===== config.mk =====
export PLATFORM = sky130hd
export DESIGN_NAME = nncf_cents
export DESIGN_NICKNAME = d
export VERILOG_FILES = /design/src/hw/rtl/nncf_pkg.sv /design/src/hw/rtl/nncf_cents.sv
export SDC_FILE = /design/constraint.sdc
export NUM_CORES = 2
export LEC_CHECK = 0
export ABC_AREA = 1
export ABC_CLOCK_PERIOD_IN_PS = 4100
export BUFFER_PORTS_ARGS = -buffer_cell sky130_fd_sc_hd__buf_4
export CAP_MARGIN = 40
export CORE_ASPECT_RATIO = 0.5
export CORE_UTILIZATION = 57
export DETAILED_ROUTE_END_ITERATION = 16
export PLACE_DENSITY = 0.77
export SLEW_MARGIN = 20
export SYNTH_ARGS = -nofsm -noshare
export SYNTH_HDL_FRONTEND = slang
export SYNTH_SLANG_ARGS = --single-unit

===== constraint.sdc =====
create_clock -name aclk -period 4.1 [get_ports aclk]
set_input_delay 0.205 -clock aclk [delete_from_list [all_inputs] [get_ports aclk]]
set_output_delay 0.205 -clock aclk [all_outputs]
set_load 0.05 [all_outputs]

===== src/hw/rtl/nncf_pkg.sv =====
// shared types, constants and ratio table for the nearest note cents finder
`default_nettype none
package nncf_pkg;

    localparam int NOTES          = 12;
    localparam int FREQ_W         = 19;
    localparam int CENTS_W        = 12;
    localparam int DEF_OCTAVES    = 6;
    localparam int DEF_FRAC_BITS  = 8;
    localparam int RATIO_W        = 17;
    localparam int PROD_W         = FREQ_W + RATIO_W;
    localparam logic [FREQ_W-1:0] RESET_A4 = 19'd112640;
    localparam logic [FREQ_W-1:0] FREQ_MAX = 19'd524287;

    // twice the Q7.4 cents per semitone scale
    localparam logic [11:0] CENT_SCALE2 = 12'd3200;
    localparam logic [CENTS_W-1:0] CENT_MAX = 12'h7FF;
    localparam logic [CENTS_W-1:0] CENT_MIN = 12'h800;
    localparam int TUNE_LIMIT = 64;

    // per-item note labels carried to the result
    typedef struct packed {
        logic [3:0] note;
        logic [2:0] octave;
        logic [3:0] lower_note;
        logic       lower_valid;
        logic [3:0] higher_note;
        logic       higher_valid;
        logic       out_of_range;
    } tag_t;

    // running search state of one request
    typedef struct packed {
        logic [FREQ_W-1:0] x;
        logic [FREQ_W-1:0] best;
        logic [FREQ_W-1:0] fn;
        logic [FREQ_W-1:0] fl;
        logic [FREQ_W-1:0] fh;
        tag_t              tag;
    } scan_t;

    // 2^((n-9)/12) in unsigned Q1.16
    function automatic logic [RATIO_W-1:0] semi_ratio(input logic [3:0] n);
        logic [RATIO_W-1:0] r;
        unique case (n)
            4'd0:    r = 17'd38968;
            4'd1:    r = 17'd41285;
            4'd2:    r = 17'd43740;
            4'd3:    r = 17'd46341;
            4'd4:    r = 17'd49097;
            4'd5:    r = 17'd52016;
            4'd6:    r = 17'd55109;
            4'd7:    r = 17'd58386;
            4'd8:    r = 17'd61858;
            4'd9:    r = 17'd65536;
            4'd10:   r = 17'd69433;
            4'd11:   r = 17'd73562;
            default: r = 17'd0;
        endcase
        return r;
    endfunction

endpackage
`default_nettype wire


===== src/hw/rtl/nncf_cents.sv =====
// cents computation: spacing select, scaling and pipelined restoring divide
`default_nettype none
module nncf_cents (
    input  wire logic                         aclk,
    input  wire logic                         aresetn,
    input  wire logic                         en_i,
    input  wire logic                         in_valid_i,
    input  wire nncf_pkg::scan_t              in_item_i,
    output logic                              out_valid_o,
    output nncf_pkg::tag_t                    out_tag_o,
    output logic [nncf_pkg::CENTS_W-1:0]      out_cents_o,
    output logic                              out_in_tune_o
);
    import nncf_pkg::*;

    localparam int QB    = 12;
    localparam int NUM_W = 32;
    localparam int DV_W  = FREQ_W + 2;
    localparam int CMP_W = DV_W + QB;

    typedef struct packed {
        tag_t              tag;
        logic              zero_d;
        logic              den_zero;
        logic              neg;
        logic [FREQ_W-1:0] d;
        logic [FREQ_W:0]   ad;
    } prep_t;

    typedef struct packed {
        tag_t             tag;
        logic             zero_d;
        logic             den_zero;
        logic             neg;
        logic             ovf;
        logic [NUM_W-1:0] rem;
        logic [DV_W-1:0]  dv;
        logic [QB-1:0]    q;
    } div_t;

    // stage 1: side, distance and spacing
    prep_t             p1_next, p1_reg;
    logic              p1_vld_reg;
    logic              hi;
    logic [FREQ_W:0]   den;

    always_comb begin
        hi  = in_item_i.x > in_item_i.fn;
        den = hi ? {1'b0, in_item_i.fh} - {1'b0, in_item_i.fn}
                 : {1'b0, in_item_i.fl} - {1'b0, in_item_i.fn};
        p1_next.tag      = in_item_i.tag;
        p1_next.d        = hi ? in_item_i.x - in_item_i.fn : in_item_i.fn - in_item_i.x;
        p1_next.zero_d   = (in_item_i.x == in_item_i.fn);
        p1_next.den_zero = (den == '0);
        p1_next.neg      = den[FREQ_W];
        p1_next.ad       = den[FREQ_W] ? (FREQ_W+1)'(0) - den : den;
    end

    // stage 2: scaled numerator and doubled divisor
    div_t d0_next;
    div_t dv_reg  [QB+2];
    logic dvld_reg [QB+2];
    div_t dv_next [QB+2];

    always_comb begin
        d0_next.tag      = p1_reg.tag;
        d0_next.zero_d   = p1_reg.zero_d;
        d0_next.den_zero = p1_reg.den_zero;
        d0_next.neg      = p1_reg.neg;
        d0_next.ovf      = 1'b0;
        d0_next.rem      = NUM_W'(p1_reg.d) * NUM_W'(CENT_SCALE2) + NUM_W'(p1_reg.ad);
        d0_next.dv       = {p1_reg.ad, 1'b0};
        d0_next.q        = '0;
    end

    // stage 3: quotient overflow check
    always_comb begin
        dv_next[0] = d0_next;
        dv_next[1] = dv_reg[0];
        dv_next[1].ovf = (CMP_W+1)'(dv_reg[0].rem)
                      >= (CMP_W+1)'({dv_reg[0].dv, {QB{1'b0}}});
    end

    // one quotient bit per stage
    for (genvar j = 0; j < QB; j++) begin : g_div
        localparam int BI = QB - 1 - j;
        logic [CMP_W:0] sh;
        always_comb begin
            dv_next[j+2] = dv_reg[j+1];
            sh = (CMP_W+1)'(dv_reg[j+1].dv) << BI;
            if ((CMP_W+1)'(dv_reg[j+1].rem) >= sh) begin
                dv_next[j+2].rem   = dv_reg[j+1].rem - NUM_W'(sh);
                dv_next[j+2].q[BI] = 1'b1;
            end
        end
    end

    always_ff @(posedge aclk) begin
        if (en_i) begin
            p1_reg <= p1_next;
            for (int i = 0; i < QB + 2; i++) begin
                dv_reg[i] <= dv_next[i];
            end
        end
    end

    always_ff @(posedge aclk) begin
        if (!aresetn) begin
            p1_vld_reg <= 1'b0;
            for (int i = 0; i < QB + 2; i++) begin
                dvld_reg[i] <= 1'b0;
            end
        end else if (en_i) begin
            p1_vld_reg  <= in_valid_i;
            dvld_reg[0] <= p1_vld_reg;
            for (int i = 1; i < QB + 2; i++) begin
                dvld_reg[i] <= dvld_reg[i-1];
            end
        end
    end

    // sign, saturation and tune flag into the output register
    div_t                fin;
    logic [CENTS_W-1:0]  cents_next;
    logic                tune_next;
    logic [CENTS_W-1:0]  cents_reg;
    logic                tune_reg;
    tag_t                tag_reg;
    logic                out_vld_reg;

    assign fin = dv_reg[QB+1];

    always_comb begin
        priority if (fin.zero_d) begin
            cents_next = '0;
        end else if (fin.den_zero) begin
            cents_next = CENT_MAX;
        end else if (!fin.neg) begin
            cents_next = (fin.ovf || fin.q > CENT_MAX) ? CENT_MAX : fin.q;
        end else begin
            cents_next = (fin.ovf || fin.q > CENT_MIN) ? CENT_MIN
                                                     : CENTS_W'(13'd0 - {1'b0, fin.q});
        end
        tune_next = ($signed(cents_next) >= -CENTS_W'(TUNE_LIMIT))
                 && ($signed(cents_next) <= $signed(CENTS_W'(TUNE_LIMIT)));
    end

    always_ff @(posedge aclk) begin
        if (!aresetn) begin
            out_vld_reg <= 1'b0;
        end else if (en_i) begin
            out_vld_reg <= dvld_reg[QB+1];
        end
    end

    always_ff @(posedge aclk) begin
        if (en_i) begin
            cents_reg <= cents_next;
            tune_reg  <= tune_next;
            tag_reg   <= fin.tag;
        end
    end

    assign out_valid_o   = out_vld_reg;
    assign out_tag_o     = tag_reg;
    assign out_cents_o   = cents_reg;
    assign out_in_tune_o = tune_reg;

endmodule
`default_nettype wire


==> impl_metrics.toml <==
[route]
drt_iter0_drc = 2910
viasPerCell = 5.45
drcViolationCount = 0
avgRoutedWirePerCell_um = 18.4
wirelength_um = 145000
ant_nets = 0
first_pass_iters = 7
via_count = 42917

[critical_path]
cp-endpoint = "dv_reg[0][52]$_DFFE_PP_"
cp.required_ns = 4.57
critPathLaunchType = "flip-flop"
rr_worst_depth = 17
regToRegSetupSlack_ns = 0.13
worstSetupPathType = "reg2reg"
r2r-end = "dv_reg[0][52]$_DFFE_PP_"
path_max_fanout = 4
r2r_start = "p1_reg[25]$_DFFE_PP_"
cp-end-kind = "flip-flop"
critical_path_arrival_ns = 4.44
startpoint = "p1_reg[25]$_DFFE_PP_"

[flow_run]
cap_violations = 0

[synthesis]
async_flop_share_pct = 0
synthFlopType = "edfxtp_1"
synth_seq_cells = 1092
yosysSeqAreaShare_pct = 54.9
netlist_instances = 5981
synth_area_sq_um = 59500
syn-num-nets = 6518
synth_area_per_cell_sq_um = 9.95
ys_types = 61
synth_warnings = 0
synth_edf_count = 1081

[finish]
finish.utilization_pct = 65.4
fillers = 8094
antenna_cells = 0
largest_register_ffs = 985
fin_cells = 7873
drive_gt1_share_pct = 10.9
nets = 6925
syn_to_final_growth_pct = 13.3

[run_status]
status = "finished, final reports clean"

[grt]
grt_max_degree = 121
antenna_found_initial = 0
grt_pass1_vias = 43957
grt-ovfl-total = 0
grt_pass1_wl_um = 227000
grt_use_total_pct = 27.4

[floorplanning]
initial_utilization_pct = 57.8
die_area_sq_um = 106000
rows = 83
boundaryPins = 149
die-width_um = 459
coreArea_sq_um = 103000
die_h_um = 230

[timing]
worst_clock_skew_ns = 0.0353
setup_viol = 0
drv_slew = 0
worst_pin_slew_ns = 1.08
timing.final.crit_share_pct = 96.8
maxSlewHeadroom_pct = 28.0
fmax_ghz = 0.252
hold_viol_final = 0
finalWorstSetupSlack_ns = 0.132
min_period_ns = 3.97
setup_tns_ns = 0

[pwr]
irDropWorstVdd_mv = 0.656
p_leak_nw = 28.4
power.density_nw_per_um2 = 729
fin_total_pwr_mw = 49.1

[clock_network]
cts_tree = "yes"
cts_made_buffers = 97
clockRootBuffer = "clkbuf_16"
clock-sinks = 1092
htree_levels = 3
clock_latency_ns = 0.73
cts_buffer_depth = 3
cts.clk_slew.worst_paths_ns = 0.08

[placement]
place_ws_ns = -0.186
io_buffer_count = 129
gp_congestion = 0.944
dp.cells = 7649
hpwlAfterDp_um = 111000

[min_path]
hold_path_class = "in2reg"
## synthesized netlist by cell type (70+ instances only)
cell / instances / area, sq um
edfxtp_1: 1081 / 32500
o21ai_0: 303 / 1520
o21ai_1: 101 / 505
nand2_1: 1223 / 4590
ha_1: 391 / 4890
a21oi_1: 381 / 1910
xor2_1: 145 / 1270
xnor2_1: 126 / 1100
inv_1: 864 / 3240
nand4_1: 70 / 438
nand3_1: 219 / 1100
nor2_1: 487 / 1830
## critical path, stage by stage (launching register included)
cell and delay (ns):
edfxtp_1 0.44, ha_1 0.34, ha_1 0.28, inv_1 0.05, fa_1 0.49, inv_1 0.07, ha_4 0.24, a21oi_4 0.15
nor2_2 0.06, nor2_1 0.10, nand2_1 0.09, xor2_1 0.18, ha_1 0.34, buf_6 0.15, a21oi_4 0.16, o21ai_2 0.07
a21o_1 0.19, xor2_1 0.35
## logic make-up after synthesis
logic type                 share of synthesized area [%]
buffers and inverters                               6.47
adders and majority gates                           9.20
xor gates and xnor gates                            3.99
AOI/OAI and AO/OA                                   9.62
DFF                                                 54.9
and+or+nand+nor                                     15.8
## power by group
group / switching [mW] / internal (mW) / total [mW] / leakage [nW]
clock: 4.33 / 5.15 / 9.48 / 1.59
combinational: 14.1 / 8.69 / 22.8 / 16.2
sequential: 1.38 / 15.5 / 16.9 / 10.6
## cell usage in the layout (no fill, tap or decap), types with 25 or more instances in the layout
| cell type | n |
|---|---|
| ha_1 | 381 |
| fa_1 | 28 |
| o21ai_1 | 104 |
| o21ai_0 | 298 |
| clkbuf_16 | 99 |
| nand3_1 | 216 |
| a21o_1 | 48 |
| or2_2 | 25 |
| buf_4 | 346 |
| xor2_1 | 144 |
| nor4_1 | 40 |
| edfxtp_1 | 1081 |
| inv_1 | 861 |
| o21ai_2 | 27 |
| nor3_1 | 66 |
| nand2_1 | 1205 |
| xnor2_1 | 126 |
| nor2_1 | 481 |
| a31oi_1 | 42 |
| nand4_1 | 70 |
| nand2_2 | 41 |
| a21oi_1 | 370 |
## stage by stage
step / instance area, sq um / hold slack [ns]
final: 67400 / 0.0170
after global routing: 67400 / 0.0667
after CTS: 67000 / 0.0684
after detailed placement: 63400 / 0.384
after global placement: 63400 / 0.383
after floorplan: 59500 / 0.304
## cell type report
class	count	area, sq um	share of cell area (%)
clock inverters	72	800	1.19
well taps	1402	1750	2.60
multi-input cells	3937	23300	34.6
inverters	879	3310	4.91
clock buffers	110	2520	3.74
flip-flops and latches	1092	32700	48.5
repair buffers	381	3050	4.53
## worst min path at each step
stage                     slack, ns          start                  endpoint  cells after the start
final                          0.02           en_i  dv_reg[1][412]$_DFFE_PP_                      1
after global routing           0.07           en_i  dv_reg[1][412]$_DFFE_PP_                      1
after CTS                      0.07  in_item_i[95]      p1_reg[21]$_DFFE_PP_                      4
after detailed placement       0.38  in_item_i[17]     d0_next[86]$_DFFE_PP_                      1
after global placement         0.38  in_item_i[15]     d0_next[84]$_DFFE_PP_                      1
after floorplan                0.30   in_item_i[0]     d0_next[69]$_DFFE_PP_                      0
## metal layers
layer / vias to the layer above / routed length (um) / global-route usage, %
met5: - / 0 / 0
met2: 1101 / 77500 / 52.7
met3: 305 / 5680 / 3.50
met4: 0 / 5650 / 10.8
li1: 21234 / - / -
met1: 20277 / 56200 / 30.6
## timing repair
| action | in CTS | in global routing |
|---|---|---|
| endpoints found under the hold margin | 25 | 0 |
| hold buffers | 23 | 0 |
| pin swaps | 2 | 42 |
| gates resized for setup | 7 | 67 |
| buffers inserted | 1 | 18 |
| setup endpoints to repair | 13 | 24 |
(Power assumes the default switching activity.)
